File: src/rtl/button_short_long_press_debouncer_macros.svh
// assertion macros shared by the debouncer rtl
`ifndef BUTTON_SHORT_LONG_PRESS_DEBOUNCER_MACROS_SVH
`define BUTTON_SHORT_LONG_PRESS_DEBOUNCER_MACROS_SVH

// clocked property, off while reset is asserted
`define BSLP_ASSERT(lbl, prop, msg) \
	lbl: assert property (@(posedge clk) disable iff (!arst_n) (prop)) \
		else $error(msg);

// condition that must never hold
`define BSLP_ASSERT_NEVER(lbl, cond, msg) \
	`BSLP_ASSERT(lbl, !(cond), msg)

`endif

File: src/rtl/bslp_pkg.sv
// types and constants shared by the debouncer rtl
package bslp_pkg;

	typedef enum logic [1:0] {
		REQ_TICK  = 2'd0,
		REQ_CHECK = 2'd1,
		REQ_ACK   = 2'd2
	} req_t;

	typedef enum logic [1:0] {
		KIND_NONE  = 2'd0,
		KIND_SHORT = 2'd1,
		KIND_LONG  = 2'd2
	} kind_t;

	typedef enum logic [2:0] {
		CFG_SHORT_THR  = 3'd0,
		CFG_MID_THR    = 3'd1,
		CFG_LONG_THR   = 3'd2,
		CFG_DEAD_SHORT = 3'd3,
		CFG_DEAD_LONG  = 3'd4,
		CFG_AUTO_ACK   = 3'd5
	} cfg_idx_t;

	localparam logic [7:0] RST_SHORT_THR  = 8'd5;
	localparam logic [7:0] RST_MID_THR    = 8'd50;
	localparam logic [7:0] RST_LONG_THR   = 8'd100;
	localparam logic [7:0] RST_DEAD_SHORT = 8'd10;
	localparam logic [7:0] RST_DEAD_LONG  = 8'd50;
	localparam logic [7:0] RST_AUTO_ACK   = 8'd0;

	// number of buttons that have a pin bit and an auto-ack bit
	localparam int PIN_BITS = 8;

	typedef struct packed {
		logic [7:0] short_thr;
		logic [7:0] mid_thr;
		logic [7:0] long_thr;
		logic [7:0] dead_short;
		logic [7:0] dead_long;
	} btn_cfg_t;

	typedef struct packed {
		logic tick;
		logic pressed;
		logic clear;
	} btn_cmd_t;

	typedef struct packed {
		logic short_pend;
		logic long_pend;
	} btn_stat_t;

endpackage

File: src/rtl/bslp_btn.sv
// per-button debounce and short / long press state
`include "button_short_long_press_debouncer_macros.svh"

module bslp_btn
	import bslp_pkg::*;
(
	input  logic      clk,
	input  logic      arst_n,
	input  btn_cfg_t  cfg,
	input  btn_cmd_t  cmd,
	output btn_stat_t stat
);

	logic [7:0] press_cnt_q, press_cnt_d;
	logic [7:0] dead_cnt_q, dead_cnt_d;
	logic       short_pend_q, short_pend_d;
	logic       long_pend_q, long_pend_d;
	logic       cand_q, cand_d;

	always_ff @(posedge clk or negedge arst_n) begin
		if (!arst_n) begin
			press_cnt_q  <= '0;
			dead_cnt_q   <= '0;
			short_pend_q <= 1'b0;
			long_pend_q  <= 1'b0;
			cand_q       <= 1'b0;
		end else begin
			press_cnt_q  <= press_cnt_d;
			dead_cnt_q   <= dead_cnt_d;
			short_pend_q <= short_pend_d;
			long_pend_q  <= long_pend_d;
			cand_q       <= cand_d;
		end
	end

	always_comb begin
		press_cnt_d  = press_cnt_q;
		dead_cnt_d   = dead_cnt_q;
		short_pend_d = short_pend_q;
		long_pend_d  = long_pend_q;
		cand_d       = cand_q;
		// a pending press freezes the button until cleared
		if (cmd.tick && !short_pend_q && !long_pend_q) begin
			if (dead_cnt_q != 8'd0) begin
				dead_cnt_d = dead_cnt_q - 8'd1;
			end else if (press_cnt_q == 8'd0) begin
				if (cmd.pressed) begin
					press_cnt_d = 8'd1;
				end
			end else if (press_cnt_q == cfg.short_thr) begin
				if (cmd.pressed) begin
					cand_d = 1'b1;
				end
				press_cnt_d = press_cnt_q + 8'd1;
			end else if (press_cnt_q == cfg.mid_thr) begin
				if (cand_q && !cmd.pressed) begin
					short_pend_d = 1'b1;
					dead_cnt_d   = cfg.dead_short;
					cand_d       = 1'b0;
					press_cnt_d  = 8'd0;
				end else begin
					press_cnt_d = press_cnt_q + 8'd1;
				end
			end else if (press_cnt_q == cfg.long_thr) begin
				if (cmd.pressed) begin
					long_pend_d = 1'b1;
					dead_cnt_d  = cfg.dead_long;
				end else if (cand_q) begin
					short_pend_d = 1'b1;
					dead_cnt_d   = cfg.dead_short;
				end
				press_cnt_d = 8'd0;
				cand_d      = 1'b0;
			end else begin
				press_cnt_d = press_cnt_q + 8'd1;
			end
		end
		if (cmd.clear) begin
			short_pend_d = 1'b0;
			long_pend_d  = 1'b0;
		end
	end

	assign stat.short_pend = short_pend_q;
	assign stat.long_pend  = long_pend_q;

	`BSLP_ASSERT_NEVER(a_pend_excl, short_pend_q && long_pend_q, "both presses pending")
	`BSLP_ASSERT(a_long_dead, $rose(long_pend_q) |-> dead_cnt_q == $past(cfg.dead_long), "long dead time not loaded")
	`BSLP_ASSERT(a_short_dead, $rose(short_pend_q) |-> dead_cnt_q == $past(cfg.dead_short), "short dead time not loaded")

endmodule

File: src/rtl/button_short_long_press_debouncer.sv
// top level: request register, button array, config registers, result register
//
//  channel | signals                                        | role
//  --------+------------------------------------------------+------------------------------
//  in      | in_valid in_ready req_type button_index pin_levels | tick, check or ack request
//  out     | out_valid out_ready press_kind checked_button  | one result per check
//  cfg     | cfg_valid cfg_ready cfg_index cfg_data         | register writes, always ready
//
// one request per cycle unless a check is held by a full result register: a request is registered
// on transfer and executed from the request register, all buttons updating in parallel; a check
// result passes through the request register and is then registered in the result register.
// reset clears all button state and loads the config defaults.
// a stalled result holds only a check in the request register; ticks and acks pass, but no request enters behind it.
`include "button_short_long_press_debouncer_macros.svh"

module button_short_long_press_debouncer
	import bslp_pkg::*;
#(
	parameter int NUM_BUTTONS = 8
) (
	input  logic       clk,
	input  logic       arst_n,
	input  logic       in_valid,
	output logic       in_ready,
	input  logic [1:0] req_type,
	input  logic [2:0] button_index,
	input  logic [7:0] pin_levels,
	output logic       out_valid,
	input  logic       out_ready,
	output logic [1:0] press_kind,
	output logic [2:0] checked_button,
	input  logic       cfg_valid,
	output logic       cfg_ready,
	input  logic [2:0] cfg_index,
	input  logic [7:0] cfg_data
);

	btn_cfg_t   cfg_q;
	logic [7:0] auto_ack_q;

	logic       valid_s1;
	req_t       req_s1;
	logic [2:0] idx_s1;
	logic [7:0] pins_s1;
	logic       s1_adv;

	logic       out_valid_q;
	kind_t      kind_q;
	logic [2:0] checked_q;

	logic [NUM_BUTTONS-1:0] sel;
	logic [NUM_BUTTONS-1:0] short_vec;
	logic [NUM_BUTTONS-1:0] long_vec;
	kind_t                  kind;
	logic                   do_tick;
	logic                   do_check;
	logic                   do_ack;

	// config registers
	assign cfg_ready = 1'b1;

	always_ff @(posedge clk or negedge arst_n) begin
		if (!arst_n) begin
			cfg_q.short_thr  <= RST_SHORT_THR;
			cfg_q.mid_thr    <= RST_MID_THR;
			cfg_q.long_thr   <= RST_LONG_THR;
			cfg_q.dead_short <= RST_DEAD_SHORT;
			cfg_q.dead_long  <= RST_DEAD_LONG;
			auto_ack_q       <= RST_AUTO_ACK;
		end else if (cfg_valid) begin
			case (cfg_idx_t'(cfg_index))
				CFG_SHORT_THR:  cfg_q.short_thr  <= cfg_data;
				CFG_MID_THR:    cfg_q.mid_thr    <= cfg_data;
				CFG_LONG_THR:   cfg_q.long_thr   <= cfg_data;
				CFG_DEAD_SHORT: cfg_q.dead_short <= cfg_data;
				CFG_DEAD_LONG:  cfg_q.dead_long  <= cfg_data;
				CFG_AUTO_ACK:   auto_ack_q       <= cfg_data;
				default: ;
			endcase
		end
	end

	// request register; a check waits here while the result register is full and not being taken
	assign s1_adv   = valid_s1 && (req_s1 != REQ_CHECK || !out_valid_q || out_ready);
	assign in_ready = !valid_s1 || s1_adv;

	always_ff @(posedge clk or negedge arst_n) begin
		if (!arst_n) begin
			valid_s1 <= 1'b0;
		end else if (in_ready) begin
			valid_s1 <= in_valid;
		end
	end

	always_ff @(posedge clk) begin
		if (in_valid && in_ready) begin
			req_s1  <= req_t'(req_type);
			idx_s1  <= button_index;
			pins_s1 <= pin_levels;
		end
	end

	assign do_tick  = s1_adv && req_s1 == REQ_TICK;
	assign do_check = s1_adv && req_s1 == REQ_CHECK;
	assign do_ack   = s1_adv && req_s1 == REQ_ACK;

	for (genvar b = 0; b < NUM_BUTTONS; b++) begin : g_btn
		btn_cmd_t  cmd;
		btn_stat_t stat;
		logic      pressed;
		logic      auto_ack;

		// buttons without a pin bit read released and never auto-acknowledge
		if (b < PIN_BITS) begin : g_pin
			assign sel[b]   = idx_s1 == 3'(b);
			assign pressed  = ~pins_s1[b];
			assign auto_ack = auto_ack_q[b];
		end else begin : g_nopin
			assign sel[b]   = 1'b0;
			assign pressed  = 1'b0;
			assign auto_ack = 1'b0;
		end

		assign cmd.tick    = do_tick;
		assign cmd.pressed = pressed;
		assign cmd.clear   = sel[b] && (do_ack || (do_check && auto_ack));

		bslp_btn u_btn (
			.clk    (clk),
			.arst_n (arst_n),
			.cfg    (cfg_q),
			.cmd    (cmd),
			.stat   (stat)
		);

		assign short_vec[b] = sel[b] && stat.short_pend;
		assign long_vec[b]  = sel[b] && stat.long_pend;
	end

	// long wins over short
	always_comb begin
		if (|long_vec) begin
			kind = KIND_LONG;
		end else if (|short_vec) begin
			kind = KIND_SHORT;
		end else begin
			kind = KIND_NONE;
		end
	end

	// result register
	always_ff @(posedge clk or negedge arst_n) begin
		if (!arst_n) begin
			out_valid_q <= 1'b0;
		end else if (do_check) begin
			out_valid_q <= 1'b1;
		end else if (out_ready) begin
			out_valid_q <= 1'b0;
		end
	end

	always_ff @(posedge clk) begin
		if (do_check) begin
			kind_q    <= kind;
			checked_q <= idx_s1;
		end
	end

	assign out_valid      = out_valid_q;
	assign press_kind     = kind_q;
	assign checked_button = checked_q;

	`BSLP_ASSERT(a_out_src, $rose(out_valid_q) |-> $past(valid_s1 && req_s1 == REQ_CHECK), "result without a check")
	`BSLP_ASSERT(a_stall_why, valid_s1 && !s1_adv |-> req_s1 == REQ_CHECK && out_valid_q && !out_ready, "request stalled without cause")
	`BSLP_ASSERT(a_check_res, do_check |=> out_valid_q && checked_q == $past(idx_s1), "check result lost")

endmodule
File: config.mk
export PLATFORM = sky130hd
export DESIGN_NAME = button_short_long_press_debouncer
export DESIGN_NICKNAME = d
export VERILOG_FILES = /design/src/rtl/bslp_pkg.sv /design/src/rtl/bslp_btn.sv /design/src/rtl/button_short_long_press_debouncer.sv
export VERILOG_INCLUDE_DIRS = /design/src /design/src/rtl
export SDC_FILE = /design/constraint.sdc
export NUM_CORES = 1
export LEC_CHECK = 0
export ABC_CLOCK_PERIOD_IN_PS = 7650
export CAP_MARGIN = 20
export CELL_PAD_IN_SITES_DETAIL_PLACEMENT = 0
export CELL_PAD_IN_SITES_GLOBAL_PLACEMENT = 2
export CORE_MARGIN = 2
export CORE_UTILIZATION = 45
export CTS_CLUSTER_DIAMETER = 50
export DETAILED_ROUTE_END_ITERATION = 6
export DONT_BUFFER_PORTS = 1
export GPL_TIMING_DRIVEN = 0
export PLACE_DENSITY_LB_ADDON = 0.1
export SLEW_MARGIN = 25
export SYNTH_ARGS = -nofsm -noshare
export SYNTH_HDL_FRONTEND = slang
export SYNTH_SLANG_ARGS = --single-unit
File: constraint.sdc
create_clock -name clk -period 7.65 [get_ports clk]
set_input_delay 0.765 -clock clk [delete_from_list [all_inputs] [get_ports clk]]
set_output_delay 0.765 -clock clk [all_outputs]
set_load 0.1 [all_outputs]
Word level (Yosys, flattened, before mapping)

Cells that the tools add are included.

Input port bits: 29
Register bits: 220
Output and inout bits: 8

Reduce and logical (&&, ||, !) cells: 214
Mux-type cells: 291
Add/sub/neg operators: 16
Bitwise operators: 16
Eq/ne operators: 143

Operators with widths:

| kind                | count |
|---|---|
| $mux 8              | 112 |
| $eq 8x8->1          | 24 |
| $mux 1              | 179 |
| $reduce_bool 3->1   | 40 |
| $ne 2x2->1 const B  | 48 |
| $reduce_and 6->1    | 16 |
| $add 8x1->8 const B | 8 |
| $logic_not 8->1     | 8 |
| $reduce_and 8->1    | 8 |
| $reduce_bool 8->1   | 8 |
| $sub 8x1->8 const B | 8 |
| $logic_and 1x1->1   | 61 |
| $reduce_and 7->1    | 8 |
| $ne 2x1->1 const B  | 25 |
| $ne 3x2->1 const B  | 16 |
| $reduce_bool 2->1   | 17 |
| $ne 4x1->1 const B  | 8 |
| $ne 3x3->1 const B  | 8 |
| $reduce_and 3->1    | 8 |
| $eq 3x3->1 const B  | 6 |
| $logic_not 1->1     | 18 |
| $not 1->1           | 16 |
| $reduce_or 8->1     | 2 |
| $eq 3x2->1 const B  | 4 |
| 7 further kinds     | 24 |

Logic depth before layout (Yosys ltp)

Gate-level depths: netlist (run 1).

Depth after elaboration: 10
Gate-level depth with buffers: 11

Hierarchy

From an unflattened synthesis (run 1), not the netlist that was laid out.

Cell total of the unflattened synthesis: 1649
Area, all modules: 16393.2 µm²

By module, submodules not included:

| module                            | times used | area an instance (µm²) | cells each |
|---|---|---|---|
| bslp_btn (g_btn[3].u_btn ...)     | 3          | 1785.5                 | 185 |
| bslp_btn (g_btn[0].u_btn ...)     | 3          | 1641.6                 | 180 |
| button_short_long_press_debouncer | 1          | 2842.7                 | 184 |
| bslp_btn (g_btn[7].u_btn)         | 1          | 1664.1                 | 186 |
| bslp_btn (g_btn[4].u_btn)         | 1          | 1605.3                 | 184 |

Worst setup path before layout (run 1)

No wires, ideal clock.

Kind: register -> register
From: register cfg_q[28] (netlist bit)
To: register g_btn[5].u_btn.dead_cnt_q[0]
Slack: 5181 ps
Period minus slack after synthesis: 2469 ps
Arrival time: 2345 ps
Buffers on the path: 2
Library setup time: 125 ps
Cell stages (with the launch flop): 9
Path through: dfstp_2 buf_2 xor2_1 nor4_1 a21oi_1 buf_2 o211ai_2 a21o_1 mux2_2

Cells in the longest elaborated chain, start to end: 5
Elaborated cells between the ends (all ways): 9
Those cells by class: eq/ne (3); mux (4); reduce/logical (2)

RTL lines:

| what                   | line                                    | text |
|---|---|---|
| start: declaration     | button_short_long_press_debouncer.sv:38 | `btn_cfg_t cfg_q;` |
| $eq 8x8->1 *           | bslp_btn.sv:55                          | `end else if (press_cnt_q == cfg.mid_thr) begin` |
| $mux 8                 | bslp_btn.sv:55                          |  |
| $mux 8                 | bslp_btn.sv:50                          | `end else if (press_cnt_q == cfg.short_thr) begin` |
| $mux 8                 | bslp_btn.sv:46                          | `end else if (press_cnt_q == 8'd0) begin` |
| $mux 8                 | bslp_btn.sv:44                          | `if (dead_cnt_q != 8'd0) begin` |
| end signal: assignment | bslp_btn.sv:29                          | `dead_cnt_q <= dead_cnt_d;` |
| end: declaration       | bslp_btn.sv:15                          | `logic [7:0] dead_cnt_q, dead_cnt_d;` |

Every way passes the cells marked *; elsewhere a longest branch is shown, timed or not. The select of a mux whose other input is x is not followed.
A chain may end at the register's enable or synchronous reset.

Worst setup path in the final report (run 1)

From: register cfg_q[18] (netlist bit)
To: register g_btn[6].u_btn.dead_cnt_q[0]

Cells in the longest elaborated chain, start to end: 3

RTL lines:

| what                        | line           | text |
|---|---|---|
| $eq 8x8->1                  | bslp_btn.sv:64 | `end else if (press_cnt_q == cfg.long_thr) begin` |
| $reduce_bool 3->1 (no line) | n/a            |  |
| $reduce_and 6->1 (no line)  | n/a            |  |
| end signal: assignment      | bslp_btn.sv:29 |  |
| end: declaration            | bslp_btn.sv:15 |  |

Every way passes these cells.

==> results of run 1 <==
[cells by family after synthesis]
| family | count (synthesis) |
|---|---|
| buf+inv | 187 |
| fa+ha+maj | 32 |
| other cells | 1 |
| mux | 133 |
| simple gates | 542 |
| flops | 220 |
| xor+xnor | 213 |
| compound gates | 337 |
[final cells by class]
type                    instances  area share [%]
multi-input cells            1258            52.0
flip-flops and latches        220            33.0
clock buffers                  44            5.67
plain buffers                 138            3.66
well taps                     448            3.30
inverters                      49            1.08
clock inverters                19           0.869
repair buffers                  3           0.368
diodes                          2          0.0295
[synth_stat cells, drive strengths merged (8+ instances only)]
library cell	number
a211oi	8
buf	59
or2	12
clkbuf	79
nor4	46
xor2	133
o31ai	9
mux2	69
o21ai	82
a22o	8
or3	29
dfrtp	189
nand3	35
a31oi	11
o21a	11
nand4	38
nor3b	9
nor2	139
and3	26
a22oi	16
nand2	119
inv	49
a21oi	77
nand2b	9
nor3	40
dfstp	13
edfxtp	18
ha	32
and2	11
xnor2	80
a21o	20
o211ai	11
o22a	15
mux2i	61
[cell usage in the layout, fill, tap and decap left out, drive strengths merged, types with 32 or more instances in the layout]
cell type	synthesis	final
mux2i	61	61
nand3	35	35
nand2	119	119
a21oi	77	77
nand4	38	38
nor3	40	40
nor4	46	46
mux2	69	69
nor2	139	139
dfrtp	189	189
xnor2	80	80
o21ai	82	82
ha	32	32
inv	49	54
buf	59	62
xor2	133	133
clkbuf	79	123
[worst max-delay path by stage]
stage                     startpoint                           end  slack [ps]  cells past startpoint
after CTS                  out_valid                      in_ready        4480                      3
after detailed placement   cfg_q[18]  g_btn[6].u_btn.dead_cnt_q[0]        4510                      9
final                      cfg_q[18]  g_btn[6].u_btn.dead_cnt_q[0]        4400                      9
after global routing       cfg_q[18]  g_btn[6].u_btn.dead_cnt_q[4]        4220                      9
after global placement     out_valid                    pins_s1[1]        4450                      3
after floorplan            cfg_q[28]  g_btn[5].u_btn.dead_cnt_q[0]        5180                      8
[state kept, by name, summed over array words and instances, names as in the netlist, 2 cells and up]
register,count
g_btn.u_btn.press_cnt_q,64
pins_s1,8
idx_s1,3
cfg_q,40
req_s1,2
g_btn.u_btn.cand_q,8
g_btn.u_btn.short_pend_q,8
g_btn.u_btn.long_pend_q,8
press_kind,2
auto_ack_q,8
checked_button,3
g_btn.u_btn.dead_cnt_q,64
[what timing repair did]
| item | 4_1_cts | 5_1_grt |
|---|---|---|
| hold endpoints to repair | 189 | 0 |
| hold buffers | 1 | 0 |
| setup endpoints to repair | 0 | 0 |
[power by group through the flow]
stage | registers (mW) | logic [mW] | clock network [mW]
finish | 1.57 | 2.31 | 1.54
global route | 1.59 | 2.54 | 1.61
CTS | 1.57 | 2.28 | 1.57
detailed placement | 1.59 | 2.25 | 0
global placement | 1.58 | 2.23 | 0
floorplan | 1.52 | 1.71 | 0
[stage by stage]
stage               util, %  setup WS, ps  instance area (um^2)  hold WS, ps  cells
floorplan                 -          5180                 15200          424   1665
CTS                    50.7          4480                 17000         75.7   2178
global route           50.8          4220                 17000         75.6   2179
detailed placement     47.3          4510                 15800          471   2114
finish                 50.8          4400                 17000          102   2181
global placement       47.2          4450                 15800          465   2113
[routing by layer]
metal  vias up  wire, um
met5         -         0
met4         0      1240
met3        92      2460
met2       321     20700
met1      6293     22600
li1       6027         -
==> flow_summary.toml, run 1 <==
[power_and_ir_drop]
p_per_area_nw_per_um2 = 319
ir_drop_uv = 185
p_switching_mw = 2.24
power_frac_clock_pct = 28.4
seqPwrFrac_pct = 29.0
p_int_mw = 3.17
comb_power_share_pct = 42.6
power_mw = 5.41
leakagePower_nw = 7.32
sw_frac_of_total_pct = 41.5

[worst_setup_path]
worstReg2RegEnd = "g_btn[6].u_btn.dead_cnt_q[0]"
cp_top_family = "compound AO/OA/AOI/OAI gates"
crit_slowest_cell = "a2111oi_2"
cp_cell_sequence = "buf_2, xor2_1, nor4_2, nand2_1, a2111oi_2, o21ai_1, buf_2, a21oi_1, o31ai_1"
r2r_cells = 9
cp-start-kind = "register"
rr_startpoint = "cfg_q[18]"
arrival_ps = 3630
crit_top_cell = "buf_2"
crit_fanout = 10
path_buf_inv = 2
slowest_delay_ps = 930
crit_required_ps = 8030
rrSetupSlack_ps = 4400
worstSetupPathType = "register to register"
endpoint_kind = "register"

[logic_synthesis]
synthMuxAreaShare_pct = 9.56
synth-xor-area-share_pct = 12.3
yosys_most_used_dff = "dfrtp_1"
synth.net_count = 1726
yosysTopAreaCell = "dfrtp_1"
postSynth.asyncResetShare_pct = 91.8
syn-cell-area_um2 = 15200
synth.avg_cell_area_um2 = 9.15
ys_warn_count = 0
synth_edf_count = 18
synth_top_cells_by_area = "dfrtp_1, xor2_1, mux2_2"
ys_types = 91
synth_cells = 1665
ys_seq_area_share_pct = 36.8
synth.ff_latch_count = 220
synth_top_cell_area_share_pct = 31.1
synth_fa_ha_area_share_pct = 2.63
synthSimpleGateAreaFrac_pct = 18.4
synth_top_family_by_area = "simple AND/OR/NAND/NOR gates"
synth_compound_area_share_pct = 15.0

[sta]
rsz0062_at_grt = "false"
period_share_pct = 42.4
relSlewSlack_pct = 32.1
worst_slew_pin_slew_ps = 1010
slew_violations = 0
fin_setup_tns_ps = 0
hold_viol_final = 0
setup-violations-final = 0
period_minus_slack_ps = 3250
clock_skew_ps = 20.8
fmax_ghz = 0.308

[flow_run]
maxCapViolations = 0

[route]
wire_per_inst_um = 21.6
drc = 0
drt_iter0_markers = 861
finalWirelength_um = 47000
postRouteAntennaNets = 0
num_vias = 12700
vias_per_cell = 5.84
first_pass_iters = 6

[cells_and_area]
multi_input_area_um2 = 8830
regArea_um2 = 5610
fill_cells = 3184
syn2layout_area_growth_pct = 11.5
drive_gt1_share_pct = 13.7
layout.nets = 1766

[clock_tree]
cts_tree = "built"
clk_pin_slew_ps = 50
cts_num_sinks = 220
ctsResizeCount = 0
post-cts-setup-buffers = 0
cts_made_buffers = 35
htree_levels = 2
root_buffer = "clkbuf_16"
clk_latency_ps = 520
clock_path_buffers = 3

[global_route]
grt_util_met3_pct = 3.69
grt_first_pass_wirelength_um = 73000
top_usage_layer = "met2"
met2_usage_pct = 40.8
grt_usage_pct = 26.7
grt_max_degree = 190
met1_usage_pct = 39.2
grt_pass1_vias = 12400
antenna_found_initial = 1
grt.overflow.total = 0

[die]
die_area_um2 = 35300
io_pins = 37
die_h_um = 188
rows = 67
start_util_pct = 45.5
core_area_um2 = 33400
die_w_um = 188

[placed_design]
portBuffers = 0
post-dp-hpwl_um = 32100
gp_congestion = 0.849

[status]
status = "finished clean"

[worst_hold_path]
hold_path.class = "input pin to asynchronous set/reset pin"
(Power assumes the default switching activity.)
==> run 2, diff against run 1 <==
--- a/config.mk
+++ b/config.mk
@@ -6,12 +6,12 @@
 export SDC_FILE = /design/constraint.sdc
 export NUM_CORES = 1
 export LEC_CHECK = 0
-export ABC_CLOCK_PERIOD_IN_PS = 7650
+export ABC_CLOCK_PERIOD_IN_PS = 3050
 export CAP_MARGIN = 20
 export CELL_PAD_IN_SITES_DETAIL_PLACEMENT = 0
 export CELL_PAD_IN_SITES_GLOBAL_PLACEMENT = 2
 export CORE_MARGIN = 2
-export CORE_UTILIZATION = 45
+export CORE_UTILIZATION = 42
 export CTS_CLUSTER_DIAMETER = 50
 export DETAILED_ROUTE_END_ITERATION = 6
 export DONT_BUFFER_PORTS = 1
==> constraint.sdc (replaced) <==
create_clock -name clk -period 3.05 [get_ports clk]
set_input_delay 0.305 -clock clk [delete_from_list [all_inputs] [get_ports clk]]
set_output_delay 0.305 -clock clk [all_outputs]
set_load 0.1 [all_outputs]
==> run 2 against run 1 <==
Net effect: the run now ends with hold timing left; global-route usage decreased by 1.2 points; total power rose to 2.6 times the previous value; register-to-register slack worse by 4300 ps; combinational power increased to 2.5 times the previous value; final area rose by 3.0%; sequential power rose to 2.5 times the previous value; hold slack worse by 650 ps; sequential share of layout area shrank 0.97 points; fmax rose by 11%; first-iteration DRC count decreased by 26%; via count fell by 0.56%.
==> flow_summary.toml, run 2 (synthesis results as in run 1) <==
[global_route]
met2_usage_pct = 42.9
grt_first_pass_wirelength_um = 74600
met1_usage_pct = 33.2
grt_pass1_vias = 12700
grt_max_degree = 203
grt.overflow.total = 0
grt_util_met3_pct = 4.88
top_usage_layer = "met2"
antenna_found_initial = 4
grt_usage_pct = 25.5

[worst_setup_path]
cp-start-kind = "register"
endpoint_kind = "register"
r2r_cells = 8
rrSetupSlack_ps = 130
worstReg2RegEnd = "g_btn[5].u_btn.dead_cnt_q[0]"
crit_fanout = 10
worstSetupPathType = "register to register"
arrival_ps = 3360
crit_required_ps = 3480
startpoint = "cfg_q[28]"
rr_startpoint = "cfg_q[28]"

[sta]
worst_slew_pin_slew_ps = 908
hold_viol_final = 202
slew_violations = 0
relSlewSlack_pct = 39.6
clock_skew_ps = 23.8
hold_slack_ps = -544
setup-violations-final = 0
fmax_ghz = 0.342
period_share_pct = 95.9
rsz0062_at_grt = "false"
period_minus_slack_ps = 2920

[die]
die_area_um2 = 37800
die_h_um = 194
io_pins = 37
die_w_um = 194
core_area_um2 = 35700
start_util_pct = 42.7
rows = 69

[placed_design]
gp_congestion = 0.847
post-dp-hpwl_um = 33100
portBuffers = 0

[route]
postRouteAntennaNets = 0
num_vias = 12700
wire_per_inst_um = 21.4
drc = 0
finalWirelength_um = 47500
vias_per_cell = 5.70
drt_iter0_markers = 637
first_pass_iters = 5

[clock_tree]
clock_path_buffers = 3
cts_num_sinks = 220
clk_pin_slew_ps = 60
cts_made_buffers = 38
clk_latency_ps = 560
hold_buffers = 23
htree_levels = 2
cts_tree = "built"
root_buffer = "clkbuf_16"

[cells_and_area]
layout_commonest_cell = "dfrtp_1"
layout.nets = 1791
reg.largest.list = "g_btn.u_btn.dead_cnt_q x64, g_btn.u_btn.press_cnt_q x64, cfg_q x40"
final_cell_mix = "dfrtp_1, nor2_1, xor2_1"
drive_gt1_share_pct = 14.7
syn2layout_area_growth_pct = 14.9

[power_and_ir_drop]
leakagePower_nw = 7.51
ir_drop_uv = 379
p_per_area_nw_per_um2 = 811
power_mw = 14.2

[status]
violations = "hold timing"
status = "finished with violations"

[flow_run]
maxCapViolations = 0

[worst_hold_path]
hold_path.class = "input pin to asynchronous set/reset pin"
==> run 2: worst max-delay path, stage by stage (launching register included) <==
cell and delay (ps):
dfstp_2 510, buf_2 330, xor2_1 130, nor4_2 440, a21oi_1 120, buf_2 240, o211ai_4 330, a21o_1 320
mux2_2 360
==> run 2: layout make-up <==
class | instances | area [um^2]
Inverter | 49 | 184
Tap cell | 461 | 577
Timing Repair Buffer | 25 | 265
Clock buffer | 49 | 1070
Sequential cell | 220 | 5610
Clock inverter | 21 | 248
Antenna cell | 2 | 5.00
Multi-Input combinational cell | 1258 | 8920
Fill cell | 3475 | 18200
Buffer | 138 | 623
==> run 2: metrics by stage <==
stage               setup WS, ps  setup TNS [ps]  utilization, %  area, um^2  cells
finish                       126               0            49.1       17500   2223
global placement            -227           -3280            44.3       15800   2126
detailed placement         -82.5            -286            44.5       15900   2127
global route                3.01               0            49.1       17500   2222
floorplan                    581               0               -       15200   1665
CTS                         8.98               0            48.9       17400   2220
==> run 2: worst max-delay path by stage <==
stage	slack (ps)	cells past startpoint	to
CTS	9	8	g_btn[2].u_btn.press_cnt_q[5]
finish	130	8	g_btn[5].u_btn.dead_cnt_q[0]
global route	3	7	g_btn[7].u_btn.press_cnt_q[6]
floorplan	580	8	g_btn[5].u_btn.dead_cnt_q[0]
detailed placement	-80	9	g_btn[6].u_btn.dead_cnt_q[0]
global placement	-230	3	pins_s1[7]
==> run 2: where the power goes <==
| group | internal [mW] | switching, mW | total (mW) | leakage, nW |
|---|---|---|---|---|
| clock network | 2.83 | 1.62 | 4.45 | 0.634 |
| registers | 3.47 | 0.479 | 3.95 | 2.83 |
| logic | 2.16 | 3.63 | 5.79 | 4.05 |
| total | 8.47 | 5.72 | 14.2 | 7.51 |
==> run 2: timing repair <==
action / in CTS / in global routing
setup buffers: 0 / 1
resized for setup: 3 / 13
hold endpoints to repair: 265 / 202
pin swaps: 0 / 1
endpoints found under the setup margin: 9 / 24
==> run 2: routing by layer <==
metal / vias to the layer above / part of all wire (%)
met4: 4 / 2.8
met2: 260 / 48
met1: 6229 / 45
met5: - / 0.051
met3: 91 / 4.6
li1: 6078 / -
